===== config.mk =====
export PLATFORM = sky130hd
export DESIGN_NAME = unsorted_list_table_core
export DESIGN_NICKNAME = d
export VERILOG_FILES = /design/src/rtl/ulist_pkg.sv /design/src/rtl/ulist_ram.sv /design/src/rtl/unsorted_list_table_core.sv
export SDC_FILE = /design/constraint.sdc
export NUM_CORES = 2
export LEC_CHECK = 0
export BUFFER_PORTS_ARGS = -buffer_cell sky130_fd_sc_hd__buf_4
export CORE_MARGIN = 8
export CORE_UTILIZATION = 30
export CTS_CLUSTER_DIAMETER = 50
export DETAILED_ROUTE_END_ITERATION = 8
export PLACE_DENSITY = 0.51
export SYNTH_ARGS = -nofsm -noshare
export SYNTH_HDL_FRONTEND = slang
export SYNTH_HIERARCHICAL = 1
export SYNTH_SLANG_ARGS = --single-unit

===== constraint.sdc =====
create_clock -name clk -period 8.52 [get_ports clk]
set_input_delay 2.556 -clock clk [delete_from_list [all_inputs] [get_ports clk]]
set_output_delay 2.556 -clock clk [all_outputs]
set_load 0.01 [all_outputs]

===== src/rtl/ulist_pkg.sv =====
// types and codes shared by the unsorted list table
// no dependencies
`timescale 1ns / 1ps
`default_nettype none

package ulist_pkg;

    localparam logic [2:0] FUNC_PUT    = 3'd0;
    localparam logic [2:0] FUNC_SEARCH = 3'd1;
    localparam logic [2:0] FUNC_DELETE = 3'd2;
    localparam logic [2:0] FUNC_NEXT   = 3'd3;
    localparam logic [2:0] FUNC_RESET  = 3'd4;
    localparam logic [2:0] FUNC_CLEAR  = 3'd5;

    localparam logic [1:0] STATUS_OK   = 2'd0;
    localparam logic [1:0] STATUS_MISS = 2'd1;
    localparam logic [1:0] STATUS_FULL = 2'd2;

    typedef struct packed {
        logic [2:0]  func;
        logic [31:0] key;
    } req_t;

    typedef struct packed {
        logic [1:0]  status;
        logic [31:0] value_out;
        logic [6:0]  entry_count;
    } rsp_t;

endpackage

`default_nettype wire


===== src/rtl/ulist_ram.sv =====
// generic simple dual-port ram, one write and one registered read port
// no dependencies
`timescale 1ns / 1ps
`default_nettype none

module ulist_ram #(
    parameter int WIDTH = 32,
    parameter int DEPTH = 64
) (
    input  wire logic                     clk,
    input  wire logic                     wr_en,
    input  wire logic [$clog2(DEPTH)-1:0] wr_addr,
    input  wire logic [WIDTH-1:0]         wr_data,
    input  wire logic [$clog2(DEPTH)-1:0] rd_addr,
    output logic      [WIDTH-1:0]         rd_data
);

    logic [WIDTH-1:0] mem [DEPTH];

    always_ff @(posedge clk)
    begin
        if (wr_en)
        begin
            mem[wr_addr] <= wr_data;
        end
        rd_data <= mem[rd_addr];
    end

endmodule

`default_nettype wire


===== src/rtl/unsorted_list_table_core.sv =====
// unsorted list table with iteration cursor, top level
// depends on ulist_pkg and ulist_ram
`timescale 1ns / 1ps
`default_nettype none

// Bounded unsorted list of values with an iteration cursor, one transaction
// at a time. The values sit in a single ram in reverse order (the head is the
// highest filled address), so a put is one write at the fill point. Put,
// reset cursor, clear and unused codes pass from an execute state to the
// result; next adds a ram read state in between. Search scans from the head
// one entry per cycle. Delete scans to the first match and then moves every
// later-stored entry down one place, one per cycle; a miss scans the whole
// list. Scans and moves run through the single read port of the entry ram.
// A new request is taken while the previous result still waits in the
// output register.

module unsorted_list_table_core
    import ulist_pkg::*;
#(
    parameter int CAPACITY    = 64,
    parameter int VALUE_WIDTH = 32
) (
    input  wire logic clk,
    input  wire logic rst_n,
    input  wire logic req_valid,
    output logic      req_stall,
    input  wire req_t req,
    output logic      rsp_valid,
    input  wire logic rsp_stall,
    output rsp_t      rsp
);

    localparam int AW = $clog2(CAPACITY);
    localparam int CW = $clog2(CAPACITY + 1);

    localparam logic [2:0] S_IDLE  = 3'd0;
    localparam logic [2:0] S_EXEC  = 3'd1;
    localparam logic [2:0] S_SCAN  = 3'd2;
    localparam logic [2:0] S_NEXT  = 3'd3;
    localparam logic [2:0] S_SHIFT = 3'd4;
    localparam logic [2:0] S_DONE  = 3'd5;

    logic [2:0]             state_reg, state_next;
    logic [2:0]             op_reg, op_next;
    logic [VALUE_WIDTH-1:0] key_reg, key_next;
    logic [CW-1:0]          fill_reg, fill_next;
    logic [CW-1:0]          cursor_reg, cursor_next;
    logic [AW-1:0]          addr_reg, addr_next;
    logic [1:0]             res_status_reg, res_status_next;
    logic [VALUE_WIDTH-1:0] res_value_reg, res_value_next;
    logic                   rsp_valid_reg, rsp_valid_next;
    rsp_t                   rsp_reg, rsp_next;

    logic                   ram_we;
    logic [AW-1:0]          ram_waddr;
    logic [VALUE_WIDTH-1:0] ram_wdata;
    logic [AW-1:0]          ram_raddr;
    logic [VALUE_WIDTH-1:0] ram_rdata;

    logic [VALUE_WIDTH+31:0] key_ext;
    logic [VALUE_WIDTH-1:0]  key_in;
    logic [VALUE_WIDTH+31:0] val_ext;
    logic [CW+6:0]           fill_ext;
    logic [CW-1:0]           fill_m1;
    logic [CW-1:0]           next_phys;
    logic [CW:0]             cur_sum;
    logic [AW-1:0]           addr_p1;
    logic                    out_free;
    logic                    accept;

    assign key_ext   = {{VALUE_WIDTH{1'b0}}, req.key};
    assign key_in    = key_ext[VALUE_WIDTH-1:0];
    assign val_ext   = {32'b0, res_value_reg};
    assign fill_ext  = {7'b0, fill_reg};
    assign fill_m1   = fill_reg - CW'(1);
    assign next_phys = fill_m1 - cursor_reg;
    // logical position of a match is fill - 1 - addr, cursor lies past it when this reaches fill
    assign cur_sum   = {1'b0, cursor_reg} + {{(CW + 1 - AW){1'b0}}, addr_reg};
    assign addr_p1   = addr_reg + AW'(1);
    assign out_free  = !rsp_valid_reg || !rsp_stall;
    assign accept    = req_valid && !req_stall;

    assign req_stall = (state_reg != S_IDLE);
    assign rsp_valid = rsp_valid_reg;
    assign rsp       = rsp_reg;

    ulist_ram #(
        .WIDTH (VALUE_WIDTH),
        .DEPTH (CAPACITY)
    ) u_entries (
        .clk     (clk),
        .wr_en   (ram_we),
        .wr_addr (ram_waddr),
        .wr_data (ram_wdata),
        .rd_addr (ram_raddr),
        .rd_data (ram_rdata)
    );

    always_comb
    begin
        state_next      = state_reg;
        op_next         = op_reg;
        key_next        = key_reg;
        fill_next       = fill_reg;
        cursor_next     = cursor_reg;
        addr_next       = addr_reg;
        res_status_next = res_status_reg;
        res_value_next  = res_value_reg;
        rsp_valid_next  = rsp_valid_reg;
        rsp_next        = rsp_reg;
        ram_we          = 1'b0;
        ram_waddr       = fill_reg[AW-1:0];
        ram_wdata       = key_reg;
        ram_raddr       = fill_m1[AW-1:0];

        if (rsp_valid_reg && !rsp_stall)
        begin
            rsp_valid_next = 1'b0;
        end

        unique case (state_reg)
            S_IDLE:
            begin
                if (accept)
                begin
                    op_next    = req.func;
                    key_next   = key_in;
                    state_next = S_EXEC;
                end
            end
            S_EXEC:
            begin
                res_status_next = STATUS_OK;
                res_value_next  = '0;
                state_next      = S_DONE;
                unique case (op_reg) inside
                    FUNC_PUT:
                    begin
                        if (fill_reg >= CW'(CAPACITY))
                        begin
                            res_status_next = STATUS_FULL;
                        end
                        else
                        begin
                            ram_we    = 1'b1;
                            fill_next = fill_reg + CW'(1);
                            if (cursor_reg != '0)
                            begin
                                cursor_next = cursor_reg + CW'(1);
                            end
                        end
                    end
                    FUNC_SEARCH, FUNC_DELETE:
                    begin
                        if (fill_reg == '0)
                        begin
                            res_status_next = STATUS_MISS;
                        end
                        else
                        begin
                            // scan starts at the head, the highest filled address
                            addr_next  = fill_m1[AW-1:0];
                            state_next = S_SCAN;
                        end
                    end
                    FUNC_NEXT:
                    begin
                        if (cursor_reg < fill_reg)
                        begin
                            ram_raddr  = next_phys[AW-1:0];
                            state_next = S_NEXT;
                        end
                        else
                        begin
                            res_status_next = STATUS_MISS;
                        end
                    end
                    FUNC_RESET:
                    begin
                        cursor_next = '0;
                    end
                    FUNC_CLEAR:
                    begin
                        fill_next   = '0;
                        cursor_next = '0;
                    end
                    default:
                    begin
                        res_status_next = STATUS_MISS;
                    end
                endcase
            end
            S_NEXT:
            begin
                res_value_next = ram_rdata;
                cursor_next    = cursor_reg + CW'(1);
                state_next     = S_DONE;
            end
            S_SCAN:
            begin
                // ram_rdata holds the entry at addr_reg, the next read is issued alongside
                ram_raddr = addr_reg - AW'(1);
                if (ram_rdata == key_reg)
                begin
                    if (op_reg == FUNC_SEARCH)
                    begin
                        res_value_next = key_reg;
                        state_next     = S_DONE;
                    end
                    else
                    begin
                        if (cur_sum >= {1'b0, fill_reg})
                        begin
                            cursor_next = cursor_reg - CW'(1);
                        end
                        if (addr_reg == fill_m1[AW-1:0])
                        begin
                            fill_next  = fill_m1;
                            state_next = S_DONE;
                        end
                        else
                        begin
                            ram_raddr  = addr_p1;
                            state_next = S_SHIFT;
                        end
                    end
                end
                else if (addr_reg == '0)
                begin
                    res_status_next = STATUS_MISS;
                    state_next      = S_DONE;
                end
                else
                begin
                    addr_next = addr_reg - AW'(1);
                end
            end
            S_SHIFT:
            begin
                // close the gap: entry at addr + 1 moves down to addr
                ram_we    = 1'b1;
                ram_waddr = addr_reg;
                ram_wdata = ram_rdata;
                ram_raddr = addr_reg + AW'(2);
                addr_next = addr_p1;
                if (addr_p1 == fill_m1[AW-1:0])
                begin
                    fill_next  = fill_m1;
                    state_next = S_DONE;
                end
            end
            S_DONE:
            begin
                if (out_free)
                begin
                    rsp_valid_next       = 1'b1;
                    rsp_next.status      = res_status_reg;
                    rsp_next.value_out   = val_ext[31:0];
                    rsp_next.entry_count = fill_ext[6:0];
                    state_next           = S_IDLE;
                end
            end
            default:
            begin
                state_next = S_IDLE;
            end
        endcase
    end

    always_ff @(posedge clk or negedge rst_n)
    begin
        if (!rst_n)
        begin
            state_reg     <= S_IDLE;
            fill_reg      <= '0;
            cursor_reg    <= '0;
            rsp_valid_reg <= 1'b0;
        end
        else
        begin
            state_reg     <= state_next;
            fill_reg      <= fill_next;
            cursor_reg    <= cursor_next;
            rsp_valid_reg <= rsp_valid_next;
        end
    end

    always_ff @(posedge clk)
    begin
        op_reg         <= op_next;
        key_reg        <= key_next;
        addr_reg       <= addr_next;
        res_status_reg <= res_status_next;
        res_value_reg  <= res_value_next;
        rsp_reg        <= rsp_next;
    end

    // cursor never passes the end of the list
    assert property (@(posedge clk) disable iff (!rst_n) cursor_reg <= fill_reg)
        else $error("cursor beyond fill count");

    assert property (@(posedge clk) disable iff (!rst_n) fill_reg <= CW'(CAPACITY))
        else $error("fill count beyond capacity");

    // compaction never reads the entry it is writing, bar the unused read on the last move
    assert property (@(posedge clk) disable iff (!rst_n)
        (state_reg == S_SHIFT) |->
            (ram_we && (addr_p1 == fill_m1[AW-1:0] || ram_raddr != ram_waddr)))
        else $error("shift read and write collide");

    // the length moves by one per transaction, or drops to zero on clear
    assert property (@(posedge clk) disable iff (!rst_n)
        (fill_reg != $past(fill_reg)) |->
            (fill_reg == $past(fill_reg) + CW'(1) || fill_reg == $past(fill_reg) - CW'(1)
             || fill_reg == '0))
        else $error("fill count jumped");

endmodule

`default_nettype wire


# Word-level counts from Yosys, hierarchy flattened
# Memories as Yosys holds them, arrays and structs flattened. A register that Yosys moved wholly into a read port is not among the register bits.
# Cells that the tools add are included.
dict set report word_totals {
  ff_bits 134
  ram_bits 2048
  in_bits 39
  output_inout_bits 43
  elab_cells 137
  mem_count 1
}
# memory words word_bits rd rd_ports_with_merged_regs wr line
set memory_table {}
lappend memory_table {u_entries.mem 64 32 1 1 1 ulist_ram.sv:18} ;# logic [WIDTH-1:0] mem [DEPTH];
dict set report op_classes {
  add_sub_neg 9
  magnitude_cmp 3
  n_eq_ne 31
  muxes 56
  n_reduce_logical 25
}
# cell count
set op_table {}
lappend op_table {{2-to-1 mux 32 bit} 3}
lappend op_table {{one-hot mux 32 bit (3 select lines)} 1}
lappend op_table {{2-to-1 mux 7 bit} 10}
lappend op_table {{2-to-1 mux 6 bit} 10}
lappend op_table {{one-hot mux 7 bit (3 select lines)} 2}
lappend op_table {{one-hot mux 6 bit (3 select lines)} 2}
lappend op_table {{equality test 32 bit} 1}
lappend op_table {{one-hot mux 7 bit (2 select lines)} 2}
lappend op_table {{!= test 2 bit (second input constant)} 12}
lappend op_table {{2-to-1 mux 3 bit} 7}
lappend op_table {{one-hot mux 3 bit (6 select lines)} 1}
lappend op_table {{!= test 3 bit (second input constant)} 5}
lappend op_table {{adder 7 x 1 -> 7 bit (second input constant)} 2}
lappend op_table {{AND reduction 7 bit} 2}
lappend op_table {{subtractor 7 x 1 -> 7 bit (second input constant)} 2}
lappend op_table {{equality test 3 x 2 -> 1 bit (second input constant)} 4}
lappend op_table {{equality test 3 bit (second input constant)} 4}
lappend op_table {{equality test 6 bit} 2}
lappend op_table {{2-to-1 mux 1 bit} 11}
lappend op_table {{nonzero test 3 bit} 3}
lappend op_table {{adder 7 x 6 -> 8 bit} 1}
lappend op_table {{>= comparator 8 x 7 -> 1 bit} 1}
lappend op_table {{one-hot mux 2 bit (4 select lines)} 1}
lappend op_table {{>= comparator 7 bit (second input constant)} 1}
lappend op_table {{other kinds (24)} 34}

# Longest topological paths before layout
dict set report depth {
  word_depth 6
  mapped_depth 19
  depth_no_buf 16
}

# Cells and area by module
# Netlist, hierarchy kept.
# mod n_inst cells_per_inst area_each_um2 seq_area_each_um2
set modules_own_cells {}
lappend modules_own_cells {ulist_ram 1 3324 78515.3 62139.6}
lappend modules_own_cells {unsorted_list_table_core 1 733 7770.0 3933.8}

# Least setup slack after synthesis
# OpenSTA, ideal clock, no wires.
dict set report synth_path {
  path_kind {input port to flip-flop}
  start {input port rsp_stall}
  end {register rsp_reg, in the netlist rsp[0], enable pin}
  setup_time_ns 0.453
  arrival_ns 4.590
  required_ns 8.067
  path_slack_ns 3.477
  path_stages 1
  path_buffers 0
  path_cell_list {a21oi_1}
}
dict set report synth_via {
  elab_chain_len 3
}
# item line
set synth_rtl {}
lappend synth_rtl {{from (decl)} unsorted_list_table_core.sv:29} ;# input wire logic rsp_stall,
lappend synth_rtl {{zero test 1 bit} unsorted_list_table_core.sv:80} ;# assign out_free = !rsp_valid_reg || !rsp_stall;
lappend synth_rtl {{logical OR 1 bit} unsorted_list_table_core.sv:80}
lappend synth_rtl {{AND reduction 2 bit (no line)} n/a}
lappend synth_rtl {{to (signal assigned)} unsorted_list_table_core.sv:295} ;# rsp_reg <= rsp_next;
lappend synth_rtl {{to (decl)} unsorted_list_table_core.sv:52} ;# rsp_t rsp_reg, rsp_next;
# No other way between the ends.
# A chain may end at the register's enable or synchronous reset.

# Worst setup path in the final report
dict set report layout_path {
  start {register fill_reg[4]}
  end {register u_entries.rd_data[21], read port of u_entries.mem}
}
dict set report layout_via {
  elab_chain_len 6
  elab_cells_between_ends 10
  classes_between {add/sub: 2; order compare: 1; eq/ne: 1; mux: 6}
}
# item line
set layout_rtl {}
lappend layout_rtl {{from (decl)} unsorted_list_table_core.sv:46} ;# logic [CW-1:0] fill_reg, fill_next;
lappend layout_rtl {{from (signal assigned)} unsorted_list_table_core.sv:282} ;# fill_reg <= fill_next;
lappend layout_rtl {{subtractor 7 x 1 -> 7 bit} unsorted_list_table_core.sv:75} ;# assign fill_m1 = fill_reg - CW'(1);
lappend layout_rtl {{equality test 6 bit} unsorted_list_table_core.sv:216} ;# if (addr_reg == fill_m1[AW-1:0])
lappend layout_rtl {{2-to-1 mux 6 bit} unsorted_list_table_core.sv:216}
lappend layout_rtl {{2-to-1 mux 6 bit} unsorted_list_table_core.sv:205} ;# if (op_reg == FUNC_SEARCH)
lappend layout_rtl {{2-to-1 mux 6 bit} unsorted_list_table_core.sv:203} ;# if (ram_rdata == key_reg)
lappend layout_rtl {{one-hot mux 6 bit (3 select lines) *} unsorted_list_table_core.sv:121} ;# unique case (state_reg)
lappend layout_rtl {{named net ram_raddr[0]} unsorted_list_table_core.sv:57} ;# logic [AW-1:0] ram_raddr;
lappend layout_rtl {{to (decl)} ulist_ram.sv:15} ;# output logic [WIDTH-1:0] rd_data
# Mark *: on every way through the listed nets, which the timed path passes. The rest lies on a longest branch.

==> metrics.txt <==
Crit Path Class=flop to flop; DRC Markers=0; # H-tree levels=5; Ports=82; setup slack at placement=2.084 ns; post-CTS setup buffers=0; Clock Latency Late Sink=0.91 ns; I/O Buffers=81; most common cell in the netlist=edfxtp_1; initial core utilization=30.05%; share of layout cells above drive strength 1=28.27%; Sink Count=2,214; largest net degree at the start of global routing=93; synthesis-stage register bit count=2,214; antenna cell count=0; Post-synth EDFFs=2,164; Distinct cells, synth=79; first-pass GRT wire length=338,100 microns; Synth Warn #=6; Die H=552.3 microns; antenna-violating nets left=0; leading post-synthesis cells by cell area=edfxtp_1 (75%), mux4_2 (14%), mux2i_1 (1.1%); Fmax=151.5 MHz; total negative setup slack=0 ns; Hold Crit Class=flop to flop; crit share post-route=77.46%; final core utilization=35.19%; setup ws final=1.921 ns; global route overflow=0; routability cong.=0.7888; fin cells=8,323; CTS root buffer=clkbuf_16; synthesized area per cell=21.27 sq um; Gate Count Post-Synth=4,057; CORE AREA=287,200 sq um; total of max-cap violations=0; syn_nets=4,134; initial antenna violation count=9; total CTS buffers=276; Synth Flop Type=edfxtp_1; CP Max Fanout=91; via count=43,260; DR iter-0 viols=4,665; DR WL/cell=28.93 microns; most instantiated cells after synthesis=edfxtp_1 (2,164), mux4_2 (544), nor2_1 (171), nand2_1 (164), clkbuf_1 (101); Synth top area share=75.31%; CTS tree=done; Synth async-reset ratio=0.8130%; cell taking the most area after synthesis=edfxtp_1; CP Cell Sequence=inv_1 -> ha_1 -> a21oi_1 -> o21ai_0 -> nor4_1 -> o311ai_0 -> a22oi_2 -> buf_12 -> buf_12 -> mux4_2 -> mux4_2 -> o22ai_1 -> nor2_1; Synth Cell Area=86,290 sq um; number of global-route vias before repair=43,500; GRT Total Usage=15.25%; CP max stage cell=nor4_1; area of the multi-input gates=19,690 sq um; Largest delay share family, worst path=compound AO/OA/AOI/OAI gates; Seq/Total Area, Yosys=76.58%; Crit path largest cell delay=1.10 ns; RSZ-0062 raised after global routing=no; Slew Limit Headroom=8.549%; Inst Count DP=7,848; crit path capture type=flop; site row count=197; clk slew on worst S/H paths=0.05 ns; max reg flops=2,048; Worst Path Required=9.22 ns; DRT Pass-1 Iters=5; Hold Violations, Final=0; post-CTS sizing=0; Worst-Margin Slew=1.372 ns; Longest Clk Path Bufs=4; vias per inst=5.198; Total Routed Length=240,800 microns; area grow syn2layout=17.10%; DIE AREA=305,000 sq um; Filler Cell Count=26,260; Worst Path Arrival=7.30 ns; DPL Wire Length=133,600 microns; Final setup viols=0; Die X=552.3 microns; CP startpoint kind=flop; Buffers & Inverters on Critical Path=3; min cycle time layout=6.599 ns; status=complete, no violations; cts hold-fix bufs=0; nets=4,422; Worst Skew=0.05816 ns; Final Slew Violations=0; Reg area=66,070 sq um
## per-stage QoR
step | instance area (sq um) | hold slack (ns)
finish | 101000 | 0.4143
global route | 101000 | 0.4214
CTS | 101000 | 0.4159
detailed placement | 92530 | 0.4045
global placement | 92530 | 0.4028
floorplan | 86290 | 0.4003
## path summary, 6_finish.rpt
check | start | endpoint | slack (ns) | depth (start not counted)
max in group asynchronous | rst_n | cursor_reg[4]$_DFFE_PN0P_ | 6.70 | 1
max | fill_reg[4]$_DFFE_PN0P_ | u_entries/rd_data[21]$_DFF_P_ | 1.92 | 13
min in group asynchronous | rst_n | state_reg[2]$_DFFE_PN0P_ | 1.55 | 1
min | res_status_reg[0]$_SDFFCE_PP1P_ | rsp[39]$_DFFE_PP_ | 0.41 | 0
min reg2reg | res_status_reg[0]$_SDFFCE_PP1P_ | rsp[39]$_DFFE_PP_ | 0.41 | 0
max reg2reg | fill_reg[4]$_DFFE_PN0P_ | u_entries/rd_data[21]$_DFF_P_ | 1.92 | 13
## cell families (layout without fill, tap and decap cells)
logic type / Yosys count / after routing / synth area share [%]
AND/OR/NAND/NOR: 478 / 478 / 2.504
AO/OA/AOI/OAI: 368 / 368 / 2.913
multiplexers: 644 / 644 / 15.37
adder cells (fa/ha/maj): 38 / 38 / 0.5684
buffers and inverters: 250 / 735 / 1.343
XOR/XNOR: 65 / 65 / 0.7236
flip-flops: 2214 / 2214 / 76.58
## worst register-to-register path: stages (launching register included)
cell      delay, ns
dfrtp_1        0.51
inv_1          0.22
ha_1           0.35
a21oi_1        0.15
o21ai_0        0.21
nor4_1         1.10
o311ai_0       0.31
a22oi_2        0.27
buf_12         0.30
buf_12         0.57
mux4_2         0.84
mux4_2         0.53
o22ai_1        0.89
nor2_1         0.19
## routing by layer
metal  part of all wire [%]  wire length [microns]  vias to the layer above  track usage [%]
met5                 0.0054                     13                        -                0
met4                    2.0                   4804                        2            3.516
met3                    6.4                  15490                      320            2.740
met2                     48                 114600                     1614            24.76
met1                     44                 105800                    23730            21.42
li1                       -                      -                    17600                -
## placed cells by master, fill, tap and decap left out, types with 18 or more instances in the layout
cell type  netlist  layout
clkbuf_1       101      50
clkinv_2         0      31
a21oi_1         85      84
mux4_2         544     544
clkbuf_16        0     282
nor2_1         171     107
dfrtp_1         18      18
mux2i_1         97      97
nand2_2          1      32
clkinv_1         0      43
xnor2_1         51      51
nand2_1        164     132
inv_6            0      26
dfxtp_1         32      32
inv_1           30      30
ha_1            36      36
o221ai_1        31      30
o21ai_0         29      27
a22o_1          35      35
buf_4           25     215
nor2_4           0      62
nor2b_1         20      20
edfxtp_1      2164    2164
nand3_1         25      24
o22ai_1         92      92
## cell type report
type,instances,share of cell area (%)
clock inverter,138,1.192
tap,3781,4.682
clock buffer,337,7.238
timing repair buffer,230,1.895
inverter,30,0.1114
sequential,2214,65.39
multi-input combinational,1593,19.49
Power is left out: the tool's default activity adds up to more than one toggle a clock period on the data nets, which glitch-free logic cannot reach.
